==> config.mk <==
export PLATFORM = sky130hd
export DESIGN_NAME = hsv_to_rgb_converter_top
export DESIGN_NICKNAME = d
export VERILOG_FILES = /design/src/hw/rtl/hsv_pkg.sv /design/src/hw/rtl/hsv_front.sv /design/src/hw/rtl/hsv_mix.sv /design/src/hw/rtl/hsv_level.sv /design/src/hw/rtl/hsv_to_rgb_converter_top.sv
export SDC_FILE = /design/constraint.sdc
export NUM_CORES = 2
export LEC_CHECK = 0
export ABC_AREA = 0
export BUFFER_PORTS_ARGS = -buffer_cell sky130_fd_sc_hd__buf_2
export CORE_ASPECT_RATIO = 1.2
export CORE_MARGIN = 2
export CORE_UTILIZATION = 39
export CTS_BUF_LIST = sky130_fd_sc_hd__clkbuf_4
export DETAILED_ROUTE_END_ITERATION = 12
export GPL_ROUTABILITY_DRIVEN = 0
export PLACE_DENSITY_LB_ADDON = 0.08
export SYNTH_ARGS = -nofsm -noshare
export SYNTH_HDL_FRONTEND = slang
export SYNTH_SLANG_ARGS = --single-unit
==> constraint.sdc <==
create_clock -name clock -period 5.22 [get_ports clock]
set_input_delay 1.044 -clock clock [delete_from_list [all_inputs] [get_ports clock]]
set_output_delay 1.044 -clock clock [all_outputs]
set_load 0.02 [all_outputs]
==> src/hw/rtl/hsv_pkg.sv <==
`timescale 1ns / 1ps

package hsv_pkg;

   // field widths
   localparam int HUE_W   = 9;
   localparam int PCT_W   = 7;
   localparam int LEVEL_W = 8;

   // range limits
   localparam int unsigned HUE_MAX = 360;
   localparam int unsigned PCT_MAX = 100;

   // internal widths
   localparam int SV_W   = 2 * PCT_W;   // saturation times brightness
   localparam int K_W    = 6;           // secondary weight, 0..60
   localparam int NUM_W  = 20;          // scaled component, up to 600000
   localparam int Y_W    = 18;          // num * 17 / 64, up to 159375
   localparam int PROD_W = 36;          // y times reciprocal

   // pipeline depth, the last stage is the output register
   localparam int STAGES = 5;

   // floor(y / 625) = (y * RECIP) >> QUOT_SHIFT, exact for y below 2^18
   localparam logic [Y_W-1:0] RECIP      = 18'd214749;
   localparam int             QUOT_SHIFT = 27;

   // 60-degree sectors of the color wheel
   typedef enum logic [2:0] {
      SECTOR_RED_YELLOW    = 3'd0,
      SECTOR_YELLOW_GREEN  = 3'd1,
      SECTOR_GREEN_CYAN    = 3'd2,
      SECTOR_CYAN_BLUE     = 3'd3,
      SECTOR_BLUE_MAGENTA  = 3'd4,
      SECTOR_MAGENTA_RED   = 3'd5
   } sector_type;

   typedef struct packed {
      logic [HUE_W-1:0] hue_degrees;
      logic [PCT_W-1:0] saturation_pct;
      logic [PCT_W-1:0] brightness_pct;
   } req_type;

   typedef struct packed {
      logic [LEVEL_W-1:0] red_level;
      logic [LEVEL_W-1:0] green_level;
      logic [LEVEL_W-1:0] blue_level;
      logic               in_range;
   } rsp_type;

   // stage 1 result
   typedef struct packed {
      logic             in_range;
      logic [SV_W-1:0]  sv;
      logic [K_W-1:0]   k;
      sector_type       sector;
      logic [PCT_W-1:0] v;
   } front_type;

   // stage 3 result, channels ordered red, green, blue
   typedef struct packed {
      logic                   in_range;
      logic [2:0][Y_W-1:0]    y;
   } mix_type;

   typedef struct packed {
      logic s2;
      logic s3;
   } mix_en_type;

   typedef struct packed {
      logic s4;
      logic s5;
   } level_en_type;

endpackage

==> src/hw/rtl/hsv_front.sv <==
`timescale 1ns / 1ps

module hsv_front (
   input  logic               clock,
   input  logic               en,
   input  hsv_pkg::req_type   req_data,
   output hsv_pkg::front_type front
);

   hsv_pkg::front_type      front_ff, front_in;
   logic [hsv_pkg::HUE_W-1:0] base;
   logic [hsv_pkg::HUE_W-1:0] offs;

   // sector lookup, range check, chroma product
   always_comb begin
      front_in.in_range = (32'(req_data.hue_degrees) <= hsv_pkg::HUE_MAX) &&
                          (32'(req_data.saturation_pct) <= hsv_pkg::PCT_MAX) &&
                          (32'(req_data.brightness_pct) <= hsv_pkg::PCT_MAX);
      front_in.sv = hsv_pkg::SV_W'(req_data.saturation_pct) *
                    hsv_pkg::SV_W'(req_data.brightness_pct);
      front_in.v  = req_data.brightness_pct;

      priority if (req_data.hue_degrees >= 9'd300) begin
         front_in.sector = hsv_pkg::SECTOR_MAGENTA_RED;
         base = 9'd300;
      end else if (req_data.hue_degrees >= 9'd240) begin
         front_in.sector = hsv_pkg::SECTOR_BLUE_MAGENTA;
         base = 9'd240;
      end else if (req_data.hue_degrees >= 9'd180) begin
         front_in.sector = hsv_pkg::SECTOR_CYAN_BLUE;
         base = 9'd180;
      end else if (req_data.hue_degrees >= 9'd120) begin
         front_in.sector = hsv_pkg::SECTOR_GREEN_CYAN;
         base = 9'd120;
      end else if (req_data.hue_degrees >= 9'd60) begin
         front_in.sector = hsv_pkg::SECTOR_YELLOW_GREEN;
         base = 9'd60;
      end else begin
         front_in.sector = hsv_pkg::SECTOR_RED_YELLOW;
         base = 9'd0;
      end

      // rising weight in even sectors, falling in odd ones; hue 360 gives zero
      offs = req_data.hue_degrees - base;
      if (front_in.sector[0]) begin
         front_in.k = hsv_pkg::K_W'(9'd60 - offs);
      end else begin
         front_in.k = hsv_pkg::K_W'(offs);
      end
   end

   always_ff @(posedge clock) begin
      if (en) begin
         front_ff <= front_in;
      end
   end

   assign front = front_ff;

endmodule

==> src/hw/rtl/hsv_mix.sv <==
`timescale 1ns / 1ps

module hsv_mix (
   input  logic                 clock,
   input  hsv_pkg::mix_en_type  en,
   input  hsv_pkg::front_type   front,
   output hsv_pkg::mix_type     mix
);

   typedef struct packed {
      logic                      in_range;
      hsv_pkg::sector_type       sector;
      logic [hsv_pkg::NUM_W-1:0] c;
      logic [hsv_pkg::NUM_W-1:0] x;
      logic [hsv_pkg::NUM_W-1:0] m;
   } mid_type;

   mid_type                   mid_ff, mid_in;
   hsv_pkg::mix_type          mix_ff, mix_in;
   logic [hsv_pkg::NUM_W-1:0] comp [3];
   logic [hsv_pkg::NUM_W-1:0] num;
   logic [hsv_pkg::NUM_W+3:0] num17;

   // chroma, secondary and offset on a common denominator of 600000
   always_comb begin
      mid_in.in_range = front.in_range;
      mid_in.sector   = front.sector;
      mid_in.c = hsv_pkg::NUM_W'(front.sv) * hsv_pkg::NUM_W'(60);
      mid_in.x = hsv_pkg::NUM_W'(front.sv) * hsv_pkg::NUM_W'(front.k);
      mid_in.m = hsv_pkg::NUM_W'(front.v) * hsv_pkg::NUM_W'(6000) -
                 hsv_pkg::NUM_W'(front.sv) * hsv_pkg::NUM_W'(60);
   end

   always_ff @(posedge clock) begin
      if (en.s2) begin
         mid_ff <= mid_in;
      end
   end

   // route components by sector, add offset, scale by 17/64 toward 255/600000 = 17/40000
   always_comb begin
      unique case (mid_ff.sector)
         hsv_pkg::SECTOR_RED_YELLOW: begin
            comp[0] = mid_ff.c; comp[1] = mid_ff.x; comp[2] = '0;
         end
         hsv_pkg::SECTOR_YELLOW_GREEN: begin
            comp[0] = mid_ff.x; comp[1] = mid_ff.c; comp[2] = '0;
         end
         hsv_pkg::SECTOR_GREEN_CYAN: begin
            comp[0] = '0; comp[1] = mid_ff.c; comp[2] = mid_ff.x;
         end
         hsv_pkg::SECTOR_CYAN_BLUE: begin
            comp[0] = '0; comp[1] = mid_ff.x; comp[2] = mid_ff.c;
         end
         hsv_pkg::SECTOR_BLUE_MAGENTA: begin
            comp[0] = mid_ff.x; comp[1] = '0; comp[2] = mid_ff.c;
         end
         default: begin
            comp[0] = mid_ff.c; comp[1] = '0; comp[2] = mid_ff.x;
         end
      endcase

      mix_in.in_range = mid_ff.in_range;
      num   = '0;
      num17 = '0;
      for (int i = 0; i < 3; i++) begin
         num   = comp[i] + mid_ff.m;
         num17 = {num, 4'b0000} + (hsv_pkg::NUM_W + 4)'(num);
         // out of range forces the channel to zero
         mix_in.y[2-i] = mid_ff.in_range ? num17[hsv_pkg::NUM_W+3:6] : '0;
      end
   end

   always_ff @(posedge clock) begin
      if (en.s3) begin
         mix_ff <= mix_in;
      end
   end

   assign mix = mix_ff;

endmodule

==> src/hw/rtl/hsv_level.sv <==
`timescale 1ns / 1ps

module hsv_level (
   input  logic                        clock,
   input  hsv_pkg::level_en_type       en,
   input  logic [hsv_pkg::Y_W-1:0]     y,
   output logic [hsv_pkg::LEVEL_W-1:0] level
);

   logic [hsv_pkg::PROD_W-1:0]  prod_ff, prod_in;
   logic [hsv_pkg::LEVEL_W-1:0] level_ff, level_in;

   // divide by 625 through the reciprocal product
   assign prod_in = hsv_pkg::PROD_W'(y) * hsv_pkg::PROD_W'(hsv_pkg::RECIP);

   always_ff @(posedge clock) begin
      if (en.s4) begin
         prod_ff <= prod_in;
      end
   end

   // quotient stays below 256
   assign level_in =
      prod_ff[hsv_pkg::QUOT_SHIFT + hsv_pkg::LEVEL_W - 1 : hsv_pkg::QUOT_SHIFT];

   always_ff @(posedge clock) begin
      if (en.s5) begin
         level_ff <= level_in;
      end
   end

   assign level = level_ff;

endmodule

==> src/hw/rtl/hsv_to_rgb_converter_top.sv <==
`timescale 1ns / 1ps
// throughput: one request per cycle; stall on rsp backs up stage by stage
// stages: sector and product, chroma terms, routing and scaling,
//   reciprocal multiply, output register
// reset clears all stage valid bits; data registers are not reset

module hsv_to_rgb_converter_top (
   input  logic             clock,
   input  logic             reset,
   input  logic             req_valid,
   output logic             req_stall,
   input  hsv_pkg::req_type req_data,
   output logic             rsp_valid,
   input  logic             rsp_stall,
   output hsv_pkg::rsp_type rsp_data
);

   localparam int LAST = hsv_pkg::STAGES - 1;

   logic [LAST:0]         valid_ff, valid_in, advance;
   hsv_pkg::front_type    front;
   hsv_pkg::mix_type      mix;
   hsv_pkg::mix_en_type   mix_en;
   hsv_pkg::level_en_type level_en;
   logic [hsv_pkg::LEVEL_W-1:0] level [3];
   logic                  rng4_ff, rng5_ff;

   // a stage moves when it is empty or the next one moves
   always_comb begin
      advance[LAST] = !valid_ff[LAST] || !rsp_stall;
      for (int i = LAST - 1; i >= 0; i--) begin
         advance[i] = !valid_ff[i] || advance[i+1];
      end
      valid_in[0] = advance[0] ? req_valid : valid_ff[0];
      for (int i = 1; i <= LAST; i++) begin
         valid_in[i] = advance[i] ? valid_ff[i-1] : valid_ff[i];
      end
   end

   always_ff @(posedge clock) begin
      if (reset) begin
         valid_ff <= '0;
      end else begin
         valid_ff <= valid_in;
      end
   end

   assign req_stall = !advance[0];

   assign mix_en.s2   = advance[1];
   assign mix_en.s3   = advance[2];
   assign level_en.s4 = advance[3];
   assign level_en.s5 = advance[4];

   hsv_front u_front (
      .clock    (clock),
      .en       (advance[0]),
      .req_data (req_data),
      .front    (front)
   );

   hsv_mix u_mix (
      .clock (clock),
      .en    (mix_en),
      .front (front),
      .mix   (mix)
   );

   // one divider pipe per channel, red first
   for (genvar g = 0; g < 3; g++) begin : g_level
      hsv_level u_level (
         .clock (clock),
         .en    (level_en),
         .y     (mix.y[2-g]),
         .level (level[g])
      );
   end

   // range flag rides alongside the divider stages
   always_ff @(posedge clock) begin
      if (advance[3]) begin
         rng4_ff <= mix.in_range;
      end
      if (advance[4]) begin
         rng5_ff <= rng4_ff;
      end
   end

   assign rsp_valid            = valid_ff[LAST];
   assign rsp_data.red_level   = level[0];
   assign rsp_data.green_level = level[1];
   assign rsp_data.blue_level  = level[2];
   assign rsp_data.in_range    = rng5_ff;

`ifndef SYNTHESIS
   a_zero_when_out_of_range: assert property (
      @(posedge clock) disable iff (reset)
      (rsp_valid && !rsp_data.in_range) |->
         (rsp_data.red_level == '0 && rsp_data.green_level == '0 &&
          rsp_data.blue_level == '0))
      else $error("out-of-range request produced a nonzero color");

   a_stall_only_when_full: assert property (
      @(posedge clock) disable iff (reset)
      req_stall |-> (&valid_ff))
      else $error("request stalled while a pipeline stage was empty");

   a_last_stage_feeds_output: assert property (
      @(posedge clock) disable iff (reset)
      (valid_ff[LAST-1] && advance[LAST]) |=> rsp_valid)
      else $error("item in the divider stage did not reach the output");
`endif

endmodule

Word level (Yosys, flattened, before mapping) --
Cells that the tools add are included.
Cells by class: reductions and logical operators 16, equality and inequality tests 4, magnitude comparators 8, muxes and demuxes 12, add/sub/neg operators 9, multipliers 7
Operator list (count):
- $pmux 60 s5 | 1
- $mul 18x18->35 const B | 3
- $add 24x20->24 | 3
- $add 20x20->20 | 3
- $mux 6 | 6
- $mul 14x6->20 | 1
- $sub 20x20->20 | 1
- $ge 9x8->1 const B | 2
- $mul 14x4->18 const B | 1
- $mul 7x9->16 const B | 1
- $le 7x7->1 const B | 2
- $mul 7x7->14 | 1
- $ge 9x6->1 const B | 1
- $ge 9x7->1 const B | 1
- $ge 9x9->1 const B | 1
- $le 9x9->1 const B | 1
- $logic_not 1->1 | 7
- $eq 3x2->1 const B | 2
- $mux 3 | 2
- $sub 6x6->6 | 1
- $sub 6x6->6 const A | 1
- $logic_or 1x1->1 | 5
- $eq 3x1->1 const B | 1
- $eq 3x3->1 const B | 1
- 4 further kinds | 7
Storage, ports and cells: register bits after elaboration 284, input bits 27, output and inout bits 27

Depth between registers and ports, before layout --
word-level depth 9, gate-level depth with buffers 25

Hierarchy --
A second synthesis with hierarchy kept.
Unflattened totals: cell total of the unflattened synthesis 3774, area total of the unflattened synthesis 36914.2 um^2
Modules (own cells, without submodules):
- hsv_mix | instances 1, area each 14092.3 um^2, sequential area each 3423.3 um^2, cells an instance 1471
- hsv_level (g_level[0].u_level ...) | instances 2, area each 6588.8 um^2, sequential area each 480.5 um^2, cells an instance 674
- hsv_level (g_level[2].u_level) | instances 1, area each 6446.2 um^2, sequential area each 480.5 um^2, cells an instance 657
- hsv_front | instances 1, area each 2924.1 um^2, sequential area each 930.9 um^2, cells an instance 272
- hsv_to_rgb_converter_top | instances 1, area each 274.0 um^2, sequential area each 160.2 um^2, cells an instance 26

Worst setup path after synthesis --
Ideal clock, no wire load.
kind flip-flop to flip-flop, start point register u_mix.mix_ff (netlist bit u_mix.mix[52]), end point register g_level[0].u_level.prod_ff[34] (netlist bit) (data pin), required time 4960 ps, arrival 5276 ps, clock period less this slack 5536 ps, stages on the path, launching flop included 20, setup time 260 ps, slack -316 ps, path through edfxtp_1 inv_1 ha_1 fa_1 inv_1 fa_1 inv_1 fa_1 fa_1 fa_1 inv_1 ha_1 nand3_1 or2_2 or4_1 a21oi_1 or3_1 a211o_1 a31oi_1 xnor2_1
On the way: longest elaborated chain between the ends 1
RTL lines:
- start, declared | line hsv_mix.sv:19 | hsv_pkg::mix_type mix_ff, mix_in;
- start signal, assigned | line hsv_mix.sv:76 | mix_ff <= mix_in;
- $mul 18x18->35 | line hsv_level.sv:14 | assign prod_in = hsv_pkg::PROD_W'(y) * hsv_pkg::PROD_W'(hsv_pkg::RECIP);
- named net g_level[0].u_level.prod_in, one bit | line hsv_level.sv:10 | logic [hsv_pkg::PROD_W-1:0] prod_ff, prod_in;
- end signal, assigned | line hsv_level.sv:18 | prod_ff <= prod_in;
- end, declared | line hsv_level.sv:10
The timed path passes the listed nets, and every way through them passes these cells. A chain may end at the register's enable or synchronous reset.

Worst setup path after layout --
start point register u_mix.mix_ff (netlist bit u_mix.mix[48]), end point register g_level[0].u_level.prod_ff[34] (netlist bit) (data pin)
Same word-level chain as after synthesis.

==> summary.txt <==
Clock tree
  • H-Tree Depth: 4
  • Number of buffers inserted by hold repair at cts: 0
  • Maximum buffer depth of the clock tree: 2
  • Worst-skew pair later-pin latency: 0.84 ns
  • TritonCTS sink count: 200
  • Buffer cell driving the clock tree root: sky130_fd_sc_hd__clkbuf_4
  • CTS tree: built
  • Post-CTS clock slew at the launch and capture registers of the worst setup and hold paths: 0.20 ns
  • Inserted Clock Buffers: 17

Timing
  • Max Clock Skew: 0.0656 ns
  • Fin. max-slew vios: 0
  • Slew of the pin with the lowest slew margin: 0.869 ns
  • Worst path setup slack after routing: -0.315 ns
  • RSZ-0062 raised after global routing: yes
  • Slew margin rel.: 0.419
  • Max Freq: 181 MHz
  • Number of endpoints failing setup at the final stage: 25
  • Post-layout minimum cycle time: 5.53 ns
  • Total count of hold-check failures in the final report: 0
  • Period utilisation layout: 1.06

Synthesis
  • Yosys top cell area share: 0.283
  • Cells after synthesis: 3552
  • Commonest register cell after synthesis: sky130_fd_sc_hd__edfxtp_1
  • Largest cells by area after synthesis: sky130_fd_sc_hd__fa_1 28%, sky130_fd_sc_hd__ha_1 23%, sky130_fd_sc_hd__edfxtp_1 16%
  • Most frequently used cell type in the post-synthesis netlist: sky130_fd_sc_hd__inv_1
  • Mean instance size in the synthesized netlist: 10.0 µm²
  • Syn nets: 4730
  • Number of synthesized register bits: 200
  • EDFF count, synth: 195
  • Top cell types by occurrence after synthesis: 926 x sky130_fd_sc_hd__inv_1, 649 x sky130_fd_sc_hd__ha_1, 502 x sky130_fd_sc_hd__fa_1
  • Sequential element share of the synthesized area: 0.168
  • Mapped Area: 35500 µm²
  • Cell accounting for the most synthesized area: sky130_fd_sc_hd__fa_1
  • FFs w/ async S/R, synth: 0
  • Count of unique library cells instantiated by Yosys: 86
  • Yosys Warn Count: 0

GRT
  • Maximum number of pins on one net before global-route repair: 60
  • Wire length of the first global-routing pass: 140000 µm
  • Number of antenna violations at the first check in global routing: 2
  • Number of global-route vias before repair: 26400
  • Aggregate global-route resource usage: 0.191
  • Total congestion overflow after global routing: 0

Routing
  • Starting DRT DRC Count: 731
  • Total wire length: 86200 µm
  • Via count normalized by instance count: 4.76
  • Total DRC errors in the routed layout: 0
  • Number of optimization iterations in the first detailed-route pass: 5
  • Remaining number of nets flagged by the antenna check after routing: 0
  • WL/cell: 16.4 µm
  • Vias after detailed routing: 25000

Critical path
  • Critical path fanouts, max: 3
  • Terminus of the critical flop-to-flop path: g_level[0].u_level.prod_ff[34]$_DFFE_PP_
  • Critical path launch point type: flip-flop
  • Startpoint-to-endpoint class of the critical path: flip-flop to flip-flop
  • Arrival time at the worst endpoint: 6.11 ns
  • Required time at the worst-slack endpoint: 5.80 ns
  • Worst reg-to-reg setup slack: -0.31 ns
  • Path depth of the worst reg2reg path: 19
  • Source of the worst register-to-register timing path: u_mix.mix[48]$_SDFFCE_PN0P_
  • Crit path capture type: flip-flop

Hold path
  • Hold Crit Endpoint: valid_ff[3]$_SDFFE_PP0P_
  • Class of the most critical hold timing path: primary input to flip-flop
  • Hold path startpoint: reset
  • Hold Path Depth: 2

Status
  • Outcome: finished, violations left
  • Violations in the final reports: setup timing

Flow run
  • Count of maximum capacitance violations: 0

Floorplan
  • Area enclosed by the die boundary: 93600 µm²
  • Floorplan Core Area: 90500 µm²
  • Effective utilization at floorplan: 0.393
  • Die height: 335 µm
  • Ports placed on the boundary: 54
  • Horizontal die dimension: 280 µm
  • Number of rows in the core area: 121

Finish
  • Synth-to-Final Area Change: 18.7%
  • Core Util, Final: 0.466
  • Post-layout nets: 5244
  • Fraction of final layout cells with drive strength greater than 1: 0.191

Placed design
  • Worst-case setup slack after placement: -0.494 ns
  • Buffers on Ports: 53
  • Total half-perimeter wirelength after legalization and detailed placement: 76700 µm
critical path, cell delays in order (launching register included):
cell and delay (ns):
sky130_fd_sc_hd__edfxtp_1 0.53, sky130_fd_sc_hd__ha_4 0.33, sky130_fd_sc_hd__inv_4 0.05, sky130_fd_sc_hd__fa_1 0.53, sky130_fd_sc_hd__inv_1 0.05, sky130_fd_sc_hd__fa_2 0.52, sky130_fd_sc_hd__inv_2 0.04, sky130_fd_sc_hd__fa_2 0.52
sky130_fd_sc_hd__inv_2 0.04, sky130_fd_sc_hd__fa_1 0.49, sky130_fd_sc_hd__fa_1 0.41, sky130_fd_sc_hd__ha_1 0.30, sky130_fd_sc_hd__nand3_2 0.06, sky130_fd_sc_hd__or2_4 0.25, sky130_fd_sc_hd__or4_4 0.52, sky130_fd_sc_hd__a21oi_4 0.17
sky130_fd_sc_hd__or3_4 0.16, sky130_fd_sc_hd__a211o_1 0.13, sky130_fd_sc_hd__a31oi_1 0.09, sky130_fd_sc_hd__xnor2_1 0.14
sequential cells by signal, indices dropped and copies added (netlist names):
| signal | flops |
|---|---|
| g_level.u_level.prod_ff | 24 |
| u_mix.mix | 55 |
| rng4_ff | 1 |
| g_level.u_level.level | 24 |
| u_mix.mid_ff | 59 |
| valid_ff | 5 |
| u_front.front | 31 |
| rng5_ff | 1 |
cell families after synthesis:
logic type | Yosys count | synth area share
multiplexers | 3 | 0.000880
XOR/XNOR | 182 | 0.0451
AO/OA/AOI/OAI | 488 | 0.0956
buffers and inverters | 955 | 0.101
AND/OR/NAND/NOR | 573 | 0.0786
flip-flops | 200 | 0.168
adder cells (fa/ha/maj) | 1151 | 0.511
through the flow:
step | cells | cell area [µm²] | hold slack [ns] | setup TNS, ns
after floorplan | 3552 | 35700 | 0.400 | -0.682
after global placement | 5174 | 40500 | 0.403 | -7.10
after detailed placement | 5174 | 40500 | 0.405 | -8.22
after CTS | 5221 | 41400 | 0.310 | -4.27
after global routing | 5251 | 42200 | 0.344 | -9.51
final | 5251 | 42200 | 0.417 | -4.03
cells in the final DEF (no fill, tap or decap), types with 14 or more instances in the layout:
master and instances:
sky130_fd_sc_hd__clkbuf_4 17, sky130_fd_sc_hd__fa_2 15, sky130_fd_sc_hd__fa_1 487, sky130_fd_sc_hd__nand4_1 14
sky130_fd_sc_hd__and2_1 52, sky130_fd_sc_hd__nand2b_1 16, sky130_fd_sc_hd__xor2_1 48, sky130_fd_sc_hd__xnor2_1 125
sky130_fd_sc_hd__nor2b_1 18, sky130_fd_sc_hd__nor2_1 128, sky130_fd_sc_hd__and3_1 22, sky130_fd_sc_hd__o21ai_0 40
sky130_fd_sc_hd__nand2_1 162, sky130_fd_sc_hd__o21a_1 31, sky130_fd_sc_hd__o21ai_1 17, sky130_fd_sc_hd__nor3_1 48
sky130_fd_sc_hd__inv_2 35, sky130_fd_sc_hd__buf_4 465, sky130_fd_sc_hd__ha_4 38, sky130_fd_sc_hd__nand3_1 34
sky130_fd_sc_hd__a21oi_1 104, sky130_fd_sc_hd__inv_1 887, sky130_fd_sc_hd__buf_2 53, sky130_fd_sc_hd__ha_1 607
sky130_fd_sc_hd__a21oi_2 31, sky130_fd_sc_hd__a21o_1 58, sky130_fd_sc_hd__o21bai_1 27, sky130_fd_sc_hd__edfxtp_1 195
sky130_fd_sc_hd__a22o_1 50
routing by layer:
metal | track usage | part of all wire | vias up
met5 | 0 | 0 | -
met4 | 0.0404 | 0.017 | 0
met3 | 0.0212 | 0.019 | 72
met2 | 0.341 | 0.50 | 215
met1 | 0.248 | 0.46 | 12100
li1 | - | - | 12600
worst max-delay path by stage:
stage / from / end / slack [ns] / cells after the start
floorplan: u_mix.mix[50]$_SDFFCE_PN0P_ / g_level[0].u_level.prod_ff[34]$_DFFE_PP_ / -0.19 / 19
global placement: u_mix.mix[32]$_SDFFCE_PN0P_ / g_level[1].u_level.prod_ff[34]$_DFFE_PP_ / -0.46 / 18
detailed placement: u_mix.mix[32]$_SDFFCE_PN0P_ / g_level[1].u_level.prod_ff[34]$_DFFE_PP_ / -0.49 / 18
CTS: u_mix.mix[49]$_SDFFCE_PN0P_ / g_level[0].u_level.prod_ff[34]$_DFFE_PP_ / -0.34 / 19
global route: u_mix.mix[15]$_SDFFCE_PN0P_ / g_level[2].u_level.prod_ff[34]$_DFFE_PP_ / -0.50 / 21
finish: u_mix.mix[48]$_SDFFCE_PN0P_ / g_level[0].u_level.prod_ff[34]$_DFFE_PP_ / -0.31 / 19
area by class of cell:
cell class / instances / area, µm²
fillers: 8772 / 48300
multi-input cells: 2397 / 27100
flip-flops and latches: 200 / 5960
repair buffers: 524 / 3820
inverters: 926 / 3480
well taps: 1168 / 1460
clock inverters: 15 / 194
clock buffers: 17 / 128
diodes: 4 / 10.0
what timing repair did:
item	4_1_cts	5_1_grt
pin swaps	65	62
hold endpoints to repair	0	0
setup endpoints to repair	35	51
resized for setup	96	116
setup buffers	19	26
Power is not shown: default switching activity piles up to over one toggle a cycle in this logic, so the estimate is an artifact.
